--- config.mk ---
export PLATFORM = sky130hd
export DESIGN_NAME = gbnr_ctrl
export DESIGN_NICKNAME = d
export VERILOG_FILES = /design/src/rtl/gbnr_pkg.sv /design/src/rtl/gbnr_ctrl.sv
export SDC_FILE = /design/constraint.sdc
export NUM_CORES = 1
export LEC_CHECK = 0
export BUFFER_PORTS_ARGS = -buffer_cell sky130_fd_sc_hd__buf_2
export CAP_MARGIN = 40
export CORE_UTILIZATION = 50
export DETAILED_ROUTE_END_ITERATION = 8
export PLACE_DENSITY = 0.81
export SETUP_SLACK_MARGIN = 0.3
export SYNTH_ARGS = -nofsm -noshare
export SYNTH_HDL_FRONTEND = slang
export SYNTH_SLANG_ARGS = --single-unit
--- constraint.sdc ---
create_clock -name clk -period 5.1 [get_ports clk]
set_input_delay 1.02 -clock clk [delete_from_list [all_inputs] [get_ports clk]]
set_output_delay 1.02 -clock clk [all_outputs]
set_load 0.005 [all_outputs]
--- src/rtl/gbnr_pkg.sv ---
package gbnr_pkg;

  // store sizes
  localparam int MAX_RECTS   = 4096;
  localparam int MAX_CELLS   = 4096;
  localparam int MAX_ENTRIES = 16384;

  // operation codes
  localparam logic [2:0] OP_X_BOUNDS    = 3'd0;
  localparam logic [2:0] OP_Z_BOUNDS    = 3'd1;
  localparam logic [2:0] OP_NEAR_HEIGHT = 3'd2;
  localparam logic [2:0] OP_FAR_HEIGHT  = 3'd3;
  localparam logic [2:0] OP_CELL_START  = 3'd4;
  localparam logic [2:0] OP_CELL_ENTRY  = 3'd5;
  localparam logic [2:0] OP_LOCATE      = 3'd6;

  // configuration register indexes
  localparam logic [2:0] REG_ORIGIN_X     = 3'd0;
  localparam logic [2:0] REG_ORIGIN_Z     = 3'd1;
  localparam logic [2:0] REG_CELL_SIZE    = 3'd2;
  localparam logic [2:0] REG_GRID_COLUMNS = 3'd3;
  localparam logic [2:0] REG_GRID_ROWS    = 3'd4;
  localparam logic [2:0] REG_REACH        = 3'd5;
  localparam logic [2:0] REG_HEIGHT_TOL   = 3'd6;

  // shared divider: 49-bit dividend, 33-bit divisor, one bit per cycle
  localparam int DIV_NW = 49;
  localparam int DIV_DW = 33;
  localparam int DIV_CW = 6;

  typedef enum logic [5:0] {
    ST_IDLE, ST_DF_START, ST_DF_WAIT, ST_RANGE, ST_CS_RD0, ST_CS_RD1, ST_CS_END,
    ST_ENT_CHK, ST_ENT_WAIT, ST_GAP, ST_CHK_GAP, ST_SQX, ST_SQZ, ST_SUM, ST_CHK_S,
    ST_FU_START, ST_FU_WAIT, ST_FV_START, ST_FV_WAIT, ST_SINIT, ST_SW, ST_SM, ST_SA,
    ST_HGT, ST_VD, ST_CHK_V, ST_VSQ, ST_SCORE, ST_UPD, ST_NEXT_E, ST_NEXT_C,
    ST_SQ_START, ST_SQ_WAIT, ST_EMIT
  } state_t;

  typedef enum logic [4:0] {
    CMD_NONE, CMD_DF_START, CMD_DF_WAIT, CMD_RANGE, CMD_CS_NEXT, CMD_CS_END,
    CMD_GAP, CMD_SQX, CMD_SQZ, CMD_SUM, CMD_FU_START, CMD_FU_WAIT, CMD_FV_START,
    CMD_FV_WAIT, CMD_SINIT, CMD_SW, CMD_SM, CMD_SA, CMD_HGT, CMD_VD, CMD_VSQ,
    CMD_SCORE, CMD_UPD, CMD_NEXT_E, CMD_NEXT_C, CMD_SQ_START, CMD_EMIT
  } cmd_t;

  typedef struct packed {
    logic locate_fire;
    logic div_done;
    logic sqrt_done;
    logic dsel_last;
    logic outside;
    logic ent_more;
    logic gap_far;
    logic s_far;
    logic frac_spec;
    logic k_last;
    logic v_far;
    logic last_cell;
    logic out_free;
  } status_t;

endpackage

--- src/rtl/gbnr_ctrl.sv ---
module gbnr_ctrl
  import gbnr_pkg::*;
(
  input  logic    clk,
  input  logic    rst,
  input  status_t stat,
  output cmd_t    cmd,
  output logic    in_stall
);

  state_t state, state_next;

  always_ff @(posedge clk) begin
    if (rst) begin
      state <= ST_IDLE;
    end else begin
      state <= state_next;
    end
  end

  always_comb begin
    state_next = state;
    case (state)
      ST_IDLE:     if (stat.locate_fire) state_next = ST_DF_START;
      ST_DF_START: state_next = ST_DF_WAIT;
      ST_DF_WAIT:  if (stat.div_done) state_next = stat.dsel_last ? ST_RANGE : ST_DF_START;
      ST_RANGE:    state_next = stat.outside ? ST_SQ_START : ST_CS_RD0;
      ST_CS_RD0:   state_next = ST_CS_RD1;
      ST_CS_RD1:   state_next = ST_CS_END;
      ST_CS_END:   state_next = ST_ENT_CHK;
      ST_ENT_CHK:  state_next = stat.ent_more ? ST_ENT_WAIT : ST_NEXT_C;
      ST_ENT_WAIT: state_next = ST_GAP;
      ST_GAP:      state_next = ST_CHK_GAP;
      ST_CHK_GAP:  state_next = stat.gap_far ? ST_NEXT_E : ST_SQX;
      ST_SQX:      state_next = ST_SQZ;
      ST_SQZ:      state_next = ST_SUM;
      ST_SUM:      state_next = ST_CHK_S;
      ST_CHK_S:    state_next = stat.s_far ? ST_NEXT_E : ST_FU_START;
      ST_FU_START: state_next = stat.frac_spec ? ST_FV_START : ST_FU_WAIT;
      ST_FU_WAIT:  if (stat.div_done) state_next = ST_FV_START;
      ST_FV_START: state_next = stat.frac_spec ? ST_SINIT : ST_FV_WAIT;
      ST_FV_WAIT:  if (stat.div_done) state_next = ST_SINIT;
      ST_SINIT:    state_next = ST_SW;
      ST_SW:       state_next = ST_SM;
      ST_SM:       state_next = ST_SA;
      ST_SA:       state_next = stat.k_last ? ST_HGT : ST_SW;
      ST_HGT:      state_next = ST_VD;
      ST_VD:       state_next = ST_CHK_V;
      ST_CHK_V:    state_next = stat.v_far ? ST_NEXT_E : ST_VSQ;
      ST_VSQ:      state_next = ST_SCORE;
      ST_SCORE:    state_next = ST_UPD;
      ST_UPD:      state_next = ST_NEXT_E;
      ST_NEXT_E:   state_next = ST_ENT_CHK;
      ST_NEXT_C:   state_next = stat.last_cell ? ST_SQ_START : ST_CS_RD0;
      ST_SQ_START: state_next = ST_SQ_WAIT;
      ST_SQ_WAIT:  if (stat.sqrt_done) state_next = ST_EMIT;
      ST_EMIT:     if (stat.out_free) state_next = ST_IDLE;
      default:     state_next = ST_IDLE;
    endcase
  end

  always_comb begin
    in_stall = state != ST_IDLE;
    case (state)
      ST_DF_START: cmd = CMD_DF_START;
      ST_DF_WAIT:  cmd = CMD_DF_WAIT;
      ST_RANGE:    cmd = CMD_RANGE;
      ST_CS_RD1:   cmd = CMD_CS_NEXT;
      ST_CS_END:   cmd = CMD_CS_END;
      ST_GAP:      cmd = CMD_GAP;
      ST_SQX:      cmd = CMD_SQX;
      ST_SQZ:      cmd = CMD_SQZ;
      ST_SUM:      cmd = CMD_SUM;
      ST_FU_START: cmd = CMD_FU_START;
      ST_FU_WAIT:  cmd = CMD_FU_WAIT;
      ST_FV_START: cmd = CMD_FV_START;
      ST_FV_WAIT:  cmd = CMD_FV_WAIT;
      ST_SINIT:    cmd = CMD_SINIT;
      ST_SW:       cmd = CMD_SW;
      ST_SM:       cmd = CMD_SM;
      ST_SA:       cmd = CMD_SA;
      ST_HGT:      cmd = CMD_HGT;
      ST_VD:       cmd = CMD_VD;
      ST_VSQ:      cmd = CMD_VSQ;
      ST_SCORE:    cmd = CMD_SCORE;
      ST_UPD:      cmd = CMD_UPD;
      ST_NEXT_E:   cmd = CMD_NEXT_E;
      ST_NEXT_C:   cmd = CMD_NEXT_C;
      ST_SQ_START: cmd = CMD_SQ_START;
      ST_EMIT:     cmd = CMD_EMIT;
      default:     cmd = CMD_NONE;
    endcase
  end

endmodule

==> results of run 1 <==
[state kept, by name, indices dropped and copies added (netlist names)]
signal and flops:
cmd 5, state 6
[through the flow]
stage / instance area (µm²) / hold slack [ns] / power [W]
after global placement: 1410 / 0.890 / 0.000625
after global routing: 1440 / 1.00 / 0.000758
after detailed placement: 1410 / 0.933 / 0.000636
after floorplan: 1350 / 0.691 / 0.000543
final: 1440 / 0.967 / 0.000696
after CTS: 1440 / 0.940 / 0.000693
[logic make-up (layout without fill, tap and decap cells)]
| logic type | count (synthesis) | after routing | share of synthesized area [%] |
|---|---|---|---|
| AOI/OAI and AO/OA | 52 | 52 | 31.3 |
| adders and majority gates | 5 | 5 | 4.65 |
| buffers and inverters | 21 | 31 | 7.44 |
| DFF | 11 | 11 | 16.4 |
| muxes | 2 | 2 | 1.67 |
| and+or+nand+nor | 85 | 85 | 38.6 |
[path summary, 6_finish.rpt]
check,from,end,slack [ns],cells after the start
hold reg to reg,state[1],state[1],0.97,2
setup / recovery,state[4],cmd[0],1.54,9
setup reg to reg,state[4],cmd[0],1.54,9
hold / removal,state[1],state[1],0.97,2
[area by class of cell]
class | instances | area, µm² | share of cell area [%]
sequential | 11 | 220 | 15.3
multi-input combinational | 144 | 1030 | 71.4
timing repair buffer | 20 | 100 | 6.97
inverter | 7 | 26.3 | 1.83
clock buffer | 4 | 26.3 | 1.83
tap | 30 | 37.5 | 2.61
[layout by cell type (no fill, tap or decap), types with 3 or more instances in the layout]
| cell type | netlist | routed |
|---|---|---|
| nor3_1 | 7 | 7 |
| o21ai_0 | 6 | 6 |
| o211ai_1 | 5 | 5 |
| a21oi_1 | 9 | 9 |
| a21o_1 | 3 | 3 |
| ha_1 | 5 | 5 |
| nand2b_1 | 3 | 3 |
| inv_1 | 7 | 7 |
| nand3_1 | 6 | 6 |
| nor2_1 | 17 | 17 |
| nor4bb_1 | 3 | 3 |
| buf_2 | 8 | 20 |
| clkbuf_4 | 0 | 3 |
| nor2b_1 | 4 | 4 |
| or2_2 | 4 | 4 |
| dfxtp_1 | 11 | 11 |
| a31oi_1 | 5 | 5 |
| nand2_1 | 16 | 16 |
[power by group through the flow]
stage	registers (W)	clock network (W)	logic, W
after floorplan	0.000121	0	0.000422
after global placement	0.000171	0	0.000454
after detailed placement	0.000175	0	0.000460
after CTS	0.000173	0.0000579	0.000462
after global routing	0.000181	0.0000645	0.000512
final	0.000175	0.0000566	0.000464
[layer usage]
layer  vias up  part of all wire, %
met3         6                  4.9
met5         -                    0
met1       662                   45
met2        58                   48
met4         0                  1.2
li1        682                    -
[worst register-to-register path, delay by kind of cell, from the launching register on]
kind | cells | cell delay, ns
compound gates | 5 | 1.55
fa+ha+maj | 1 | 0.34
flops | 1 | 0.86
simple gates | 3 | 0.69
==> summary.md, run 1 <==
| Metric | Value |
|---|---|
| Nets | `207` |
| Worst EP required | `5.26 ns` |
| Die width | `53.9 µm` |
| Post-synth top area share | `16.4%` |
| Num ports | `21` |
| GR Util met2 | `43.6%` |
| Register bit count reported by yosys | `11` |
| Final setup violation count | `0` |
| Main synth FF type | `dfxtp_1` |
| Fin util | `57.5%` |
| Final period util | `69.8%` |
| Sequential share of the synthesized area | `16.4%` |
| H-tree depth | `1` |
| Comb power frac | `66.7%` |
| Mean Syn Cell Area | `7.65 µm²` |
| Slowest-stage cell, CP | `dfxtp_1` |
| Crit path launch type | `flop` |
| Clock power share | `8.1%` |
| Clock Tree Buf Depth | `2` |
| Leakage power | `0.567 nW` |
| Die ar. | `0.00290 mm²` |
| Mapped cell area | `0.00135 mm²` |
| Post-synth EDFFs | `0` |
| Hold Path Class | `flop to flop` |
| Register share of total power | `25.1%` |
| Die Span Y | `53.9 µm` |
| Final hold vios | `0` |
| Core Box Area | `0.00250 mm²` |
| Iter 0 DRT Violations | `34` |
| Num rows | `18` |
| Setup TNS | `0 ns` |
| Worst-margin pin slew | `0.836 ns` |
| DRT Wirelength | `3360 µm` |
| Tmin final | `3.56 ns` |
| Port Buf Inserts | `20` |
| Initial antenna violation count | `0` |
| Int Pwr | `0.000350 W` |
| First-pass GRT wire length | `5490 µm` |
| Top post-synthesis cells by area | `dfxtp_1, nor2_1, ha_1, nand2_1, a21oi_1` |
| Biggest area consumer among synthesized cells | `dfxtp_1` |
| # fillers | `224` |
| Cell family with most CP delay | `compound AO/OA/AOI/OAI gates` |
| Slew margin rel. | `44.2%` |
| Synth-to-Final Area Change | `6.69%` |
| Top-count cell post-synth | `nor2_1` |
| Dpl cells | `212` |
| Gate count of the mapped netlist | `176` |
| Fin Clk Skew | `0.00698 ns` |
| CP Class | `flop to flop` |
| Power per cell area | `484 mW/mm²` |
| Max IR drop VDD | `0.281 mV` |
| WL/cell | `15.6 µm` |
| Number of global-route vias before repair | `1219` |
| Top cells by count, synth | `nor2_1, nand2_1, dfxtp_1, a21oi_1, buf_2` |
| Grt ovf | `0` |
| Post-CTS Resized | `0` |
| DR vias | `1408` |
| Layout cells sized above 1 | `22.6%` |
| Sw power | `0.000346 W` |
| HPWL Detailed | `2500 µm` |
| Status | `complete, no violations` |
| Syn. warnings | `0` |
| Post-Syn Nets | `196` |
| Post-synth ARST share | `0%` |
| Setup slack at placement | `1.43 ns` |
| Ant. Diodes | `0` |
| Remaining antenna violation count | `0` |
| RD Place Congestion | `0.898` |
| Postcts setup bufs | `0` |
| Maxcap violations | `0` |
| Crit. End Element | `flop` |
| Number of remaining DRC errors | `0` |
| Clock root cell | `clkbuf_4` |
| Most used routing layer | `met2` |
| WP data arrival | `3.72 ns` |
| All-Layer GR Usage | `25.3%` |
| CP Buf/Inv Count | `0` |
| Initial core utilization | `53.9%` |
| First-pass DRT Iterations | `4` |
| Worst skew pair latency | `0.26 ns` |
| Met1 Use GR | `32.7%` |
| Max Slew Vio Count | `0` |
| # hold bufs at CTS | `0` |
| F_max | `281 MHz` |
| Clk sinks | `11` |
| Max incr delay on CP | `0.86 ns` |
| Clock-pin slew on the worst setup and hold paths | `0.07 ns` |
| Met3 Use GR | `4.24%` |
| Final worst setup slack | `1.54 ns` |
| CP cell instances | `or4b_4 > nor3_1 > a211oi_1 > nand2b_2 > a21oi_1 > ha_1 > o211ai_1 > a311o_1 > a311oi_1` |
| Largest net degree at the start of global routing | `27` |
| Critical Path Fanout Max | `25` |
| Fin cells | `216` |
| Yosys cell types | `59` |
| Via/cell ratio | `6.52` |
| Unrepaired setup endpoints after global routing | `false` |
| Total CTS buffers | `3` |
| Switching portion of total power | `49.7%` |
| CTS tree | `done` |
(Power assumes the default switching activity.)
==> run 2, diff against run 1 <==
==> constraint.sdc (replaced) <==
create_clock -name clk -period 3.4 [get_ports clk]
set_input_delay 0.68 -clock clk [delete_from_list [all_inputs] [get_ports clk]]
set_output_delay 0.68 -clock clk [all_outputs]
set_load 0.005 [all_outputs]
==> run 2 against run 1 <==
- critical path depth is 1 higher
- non-clock buffer count is 12 higher
- maximum frequency is 20% higher
- worst setup slack worse by 1.1 ns
- flip-flop and latch count stayed put
- sequential power is 26% higher
- critical path type unchanged
- largest cell class unchanged
- highest routed layer unchanged
==> summary.md, run 2 (synthesis gave the netlist of run 1 again) <==
| Metric | Value |
|---|---|
| HPWL Detailed | `2820 µm (+13%)` |
| Postcts setup bufs | `0 (unchanged)` |
| Final setup violation count | `0 (unchanged)` |
| Worst EP required | `3.56 ns (-1.70 ns)` |
| Fin Clk Skew | `0.00583 ns (-0.00115 ns)` |
| Die Span Y | `53.9 µm (unchanged)` |
| Layout cells sized above 1 | `32.3% (+9.7 points)` |
| Sequential Area | `225 µm² (+2.3%)` |
| Iter 0 DRT Violations | `52 (+53%)` |
| Worst skew pair latency | `0.26 ns (about the same)` |
| Largest net degree at the start of global routing | `20 (-26%)` |
| Via/cell ratio | `6.40 (-1.8%)` |
| Final hold vios | `0 (unchanged)` |
| Grt ovf | `0 (unchanged)` |
| CP Class | `flop to flop` |
| Initial antenna violation count | `0 (unchanged)` |
| Tmin final | `2.97 ns (-0.587 ns)` |
| Total CTS buffers | `3 (unchanged)` |
| CP cell instances | `mux2_2 > or4bb_1 > a31oi_2 > o31ai_4 > a21oi_2 > inv_1 > ha_1 > a311oi_1 > nor3_1 > a311o_1` |
| Remaining antenna violation count | `0 (unchanged)` |
| Leakage power | `0.643 nW (+13%)` |
| First-pass GRT wire length | `6110 µm (+11%)` |
| Clock root cell | `clkbuf_4` |
| Crit path launch type | `flop` |
| Nets | `219 (+5.8%)` |
| Crit. End Element | `flop` |
| Core Box Area | `0.00250 mm² (unchanged)` |
| Clk sinks | `11 (unchanged)` |
| Number of global-route vias before repair | `1390 (+14%)` |
| Maxcap violations | `0 (unchanged)` |
| Number of remaining DRC errors | `0 (unchanged)` |
| Initial core utilization | `53.9% (unchanged)` |
| # fillers | `221 (-1.3%)` |
| Die ar. | `0.00290 mm² (unchanged)` |
| # hold bufs at CTS | `0 (unchanged)` |
| Ant. Diodes | `0 (unchanged)` |
| WP data arrival | `3.13 ns (-0.59 ns)` |
| Synth-to-Final Area Change | `16.2%` |
| First-pass DRT Iterations | `4 (unchanged)` |
| Max incr delay on CP | `0.52 ns (-0.34 ns)` |
| Hold Path Class | `flop to flop` |
| Clock Tree Buf Depth | `2 (unchanged)` |
| F_max | `337 MHz (+20%)` |
| Biggest register | `state` |
| H-tree depth | `1 (unchanged)` |
| Power per cell area | `734 mW/mm² (+52%)` |
| Die width | `53.9 µm (unchanged)` |
| Slowest-stage cell, CP | `or4bb_1` |
| Max reg flops | `6 (unchanged)` |
| Unrepaired setup endpoints after global routing | `false` |
| Setup TNS | `0 ns (unchanged)` |
| Port Buf Inserts | `20 (unchanged)` |
| WL/cell | `16.5 µm (+6.1%)` |
| RD Place Congestion | `0.875 (-2.6%)` |
| CTS tree | `done` |
| Slew margin rel. | `66.8% (+23 points)` |
| DRT Wirelength | `3760 µm (+12%)` |
| Clock-pin slew on the worst setup and hold paths | `0.07 ns (about the same)` |
| All-Layer GR Usage | `28.4% (+3.1 points)` |
| Final total power | `0.00115 W (+65%)` |
| Max IR drop VDD | `0.413 mV (+47%)` |
| Final period util | `87.4% (+18 points)` |
| Num rows | `18 (unchanged)` |
| Commonest non-fill, non-tap cells in the layout | `buf_2, nand2_1, nor2_1` |
| Status | `complete, no violations` |
| DR vias | `1460 (+3.7%)` |
| Max Slew Vio Count | `0 (unchanged)` |
| Critical Path Fanout Max | `9 (-64%)` |
| Num ports | `21 (unchanged)` |
| Multi-input logic area | `0.00106 mm² (+3.2%)` |
| Worst-margin pin slew | `0.497 ns (-0.339 ns)` |
| Commonest non-fill, non-tap cell in the layout | `buf_2` |
[run 2: power by group]
part	internal (W)	switching, W	leakage (nW)	total, W
registers	0.000163	0.0000569	0.0913	0.000220
logic	0.000380	0.000462	0.537	0.000842
clock network	0.0000453	0.0000408	0.0150	0.0000861
[run 2: path summary, 6_finish.rpt]
kind                                  to  slack, ns  startpoint  cells after the start
worst min register to register  state[1]       0.73    state[1]                      2
worst min-delay path            state[1]       0.73    state[1]                      2
worst max register to register    cmd[2]       0.43    state[2]                     10
worst max-delay path              cmd[2]       0.43    state[2]                     10
[run 2: cell type report]
class                      instances  area share, %
clock buffer                       4           1.68
inverter                           7           1.68
multi-input combinational        144           67.7
sequential                        11           14.4
tap                               30           2.40
timing repair buffer              32           12.2
[run 2: stage by stage]
stage	util, %	setup slack, ns	instance area [µm²]	hold slack, ns	std cells
2_1_floorplan	-	0.429	1350	0.691	176
3_3_place_gp	60.0	0.219	1500	0.764	224
3_5_place_dp	60.0	0.142	1500	0.773	224
4_1_cts	61.3	0.312	1530	0.784	228
5_1_grt	62.6	0.288	1560	0.748	228
6_report	62.6	0.428	1560	0.729	228
[run 2: worst max-delay path, delay by kind of cell, from the launching register on]
family	cells	cell delay [ns]
AOI/OAI and AO/OA	5	1.14
and+or+nand+nor	2	0.60
DFF	1	0.43
muxes	1	0.37
adders and majority gates	1	0.24
buffers and inverters	1	0.10
[run 2: what timing repair did]
item,4_1_cts,5_1_grt
setup endpoints to repair,2,3
pin swaps,0,1
gates cloned,0,0
gates resized for setup,1,9
[run 2: per-layer routing]
| layer | up-vias | track usage, % | wire, µm | part of all wire (%) |
|---|---|---|---|---|
| met2 | 51 | 52.1 | 1970 | 52 |
| met5 | - | 0 | 0 | 0 |
| met3 | 2 | 5.65 | 193 | 5.1 |
| li1 | 713 | - | - | - |
| met4 | 0 | 3.51 | 19 | 0.50 |
| met1 | 694 | 34.3 | 1580 | 42 |
==> run 3, diff against run 2 <==
--- a/config.mk
+++ b/config.mk
@@ -10,6 +10,7 @@
 export CORE_UTILIZATION = 50
 export DETAILED_ROUTE_END_ITERATION = 8
 export PLACE_DENSITY = 0.81
+export RECOVER_POWER = 25
 export SETUP_SLACK_MARGIN = 0.3
 export SYNTH_ARGS = -nofsm -noshare
 export SYNTH_HDL_FRONTEND = slang
==> constraint.sdc (replaced) <==
create_clock -name clk -period 2.9 [get_ports clk]
set_input_delay 0.58 -clock clk [delete_from_list [all_inputs] [get_ports clk]]
set_output_delay 0.58 -clock clk [all_outputs]
set_load 0.005 [all_outputs]
==> run 3 against run 2 <==
- cell area rose by 25%
- die area did not move
- critical path depth rose by 2
- power rose by 56%
- final cell count rose by 9.6%
- clock skew fell by 0.0041 ns
- utilization rose by 16 points
- maximum frequency rose by 4.0%
- non-clock buffer count rose by 22
- critical path type unchanged
- largest cell class unchanged
==> summary.md, run 3 (synthesis gave the netlist of run 1 again) <==
| Metric | Value |
|---|---|
| Max IR drop VDD | `0.677 mV (+64%)` |
| Total CTS buffers | `3 (unchanged)` |
| Biggest register | `state` |
| First-pass DRT Iterations | `4 (unchanged)` |
| Max incr delay on CP | `0.52 ns (about the same)` |
| Final worst setup slack | `0.0428 ns (-0.386 ns)` |
| Via/cell ratio | `6.73 (+5.1%)` |
| Remaining antenna violation count | `0 (unchanged)` |
| # hold bufs at CTS | `0 (unchanged)` |
| Number of global-route vias before repair | `1439 (+3.5%)` |
| CP Class | `flop to flop` |
| Clock-pin slew on the worst setup and hold paths | `0.07 ns (about the same)` |
| DRT Wirelength | `4980 µm (+32%)` |
| Final hold vios | `0 (unchanged)` |
| Power per cell area | `917 mW/mm² (+25%)` |
| Setup slack at placement | `-0.0794 ns (-0.221 ns)` |
| Unrepaired setup endpoints after global routing | `true` |
| Largest net degree at the start of global routing | `22 (+10%)` |
| Dpl cells | `232 (+3.6%)` |
| Final period util | `98.5% (+11 points)` |
| Fin cells | `250 (+9.6%)` |
| Initial core utilization | `53.9% (unchanged)` |
| Clock root cell | `clkbuf_4` |
| Hold Path Class | `input port to flop` |
| Setup TNS | `0 ns (unchanged)` |
| Layout cells sized above 1 | `44.5% (+12 points)` |
| Clk sinks | `11 (unchanged)` |
| Num ports | `21 (unchanged)` |
| Grt ovf | `0 (unchanged)` |
| DR vias | `1682 (+15%)` |
| Crit. End Element | `flop` |
| Leakage power | `0.795 nW (+24%)` |
| Status | `complete, no violations` |
| CTS tree | `done` |
| All-Layer GR Usage | `32.2% (+3.9 points)` |
| Worst EP required | `3.05 ns (-0.51 ns)` |
| Initial antenna violation count | `0 (unchanged)` |
| Worst-margin pin slew | `0.619 ns (+0.122 ns)` |
| Synth-to-Final Area Change | `45.4%` |
| Number of remaining DRC errors | `0 (unchanged)` |
| Crit path launch type | `flop` |
| Commonest non-fill, non-tap cells in the layout | `buf_4, buf_2, nand2_1` |
| Maxcap violations | `0 (unchanged)` |
| Ant. Diodes | `0 (unchanged)` |
| WL/cell | `19.9 µm (+21%)` |
| HPWL Detailed | `2840 µm (+0.63%)` |
| Die Span Y | `53.9 µm (unchanged)` |
| Final setup violation count | `0 (unchanged)` |
| Critical Path Fanout Max | `6 (-3)` |
| Hold Slack | `0.675 ns (-0.0539 ns)` |
| CP cell instances | `buf_12 > and4b_1 > o211ai_1 > or4b_4 > o32ai_4 > nor2_2 > buf_4 > ha_2 > inv_2 > o21ai_2 > o221ai_1 > o311ai_2` |
| Core Box Area | `0.00250 mm² (unchanged)` |
| Max Slew Vio Count | `0 (unchanged)` |
| WP data arrival | `3.00 ns (-0.13 ns)` |
| Port Buf Inserts | `20 (unchanged)` |
| Tmin final | `2.86 ns (-0.114 ns)` |
| Slew margin rel. | `58.4% (-8.4 points)` |
| Iter 0 DRT Violations | `86 (+65%)` |
| Die width | `53.9 µm (unchanged)` |
| Max reg flops | `6 (unchanged)` |
| Die ar. | `0.00290 mm² (unchanged)` |
| H-tree depth | `1 (unchanged)` |
| F_max | `350 MHz (+4.0%)` |
| Clock Tree Buf Depth | `2 (unchanged)` |
| Nets | `241 (+10%)` |
| Worst skew pair latency | `0.27 ns (about the same)` |
| Slowest-stage cell, CP | `or4b_4` |
| RD Place Congestion | `0.959 (+9.6%)` |
| Fin Clk Skew | `0.00170 ns (-0.00413 ns)` |
| Commonest non-fill, non-tap cell in the layout | `buf_4` |
| Num rows | `18 (unchanged)` |
| First-pass GRT wire length | `6690 µm (+9.5%)` |
## run 3: power by group
part           switching, W  internal, W
clock             0.0000576    0.0000533
combinational      0.000714     0.000725
sequential        0.0000492     0.000196
total              0.000821     0.000974
## run 3: metal layers
layer / track usage [%] / wire length, µm / up-vias
li1: - / - / 755
met1: 38.4 / 1950 / 789
met2: 53.7 / 2430 / 115
met3: 7.34 / 421 / 23
met4: 15.8 / 182 / 0
met5: 0 / 0 / -
## run 3: timing repair
action,CTS,global route
buffers inserted,4,7
pin swaps,6,13
gates resized for setup,18,20
setup endpoints to repair,3,3
cloned,1,2
hold endpoints to repair,0,0
## run 3: worst paths after layout
| check | depth (start not counted) | end | slack (ns) | from |
|---|---|---|---|---|
| worst max register to register | 12 | cmd[1] | 0.04 | state[4] |
| worst min register to register | 2 | state[5] | 0.72 | state[1] |
| worst max-delay path | 12 | cmd[1] | 0.04 | state[4] |
| worst min-delay path | 2 | state[0] | 0.67 | rst |
## run 3: area by class of cell
type	instances	area [µm²]
multi-input cells	144	1170
well taps	30	37.5
inverters	7	26.3
fillers	144	542
flip-flops and latches	11	233
clock buffers	4	26.3
repair buffers	54	465
## run 3: critical path: cells and delay by family, from the launching register on
kind / cells / cell delay (ns)
adder cells (fa/ha/maj): 1 / 0.17
AND/OR/NAND/NOR: 3 / 0.80
flip-flops: 1 / 0.40
AO/OA/AOI/OAI: 5 / 1.00
buffers and inverters: 3 / 0.35
## run 3: through the flow
stage	utilization, %	area [µm²]	total power (W)
2_1_floorplan	-	1370	0.000974
3_3_place_gp	64.4	1610	0.00127
3_5_place_dp	64.4	1610	0.00130
4_1_cts	70.9	1770	0.00155
5_1_grt	78.3	1960	0.00188
6_report	78.3	1960	0.00180
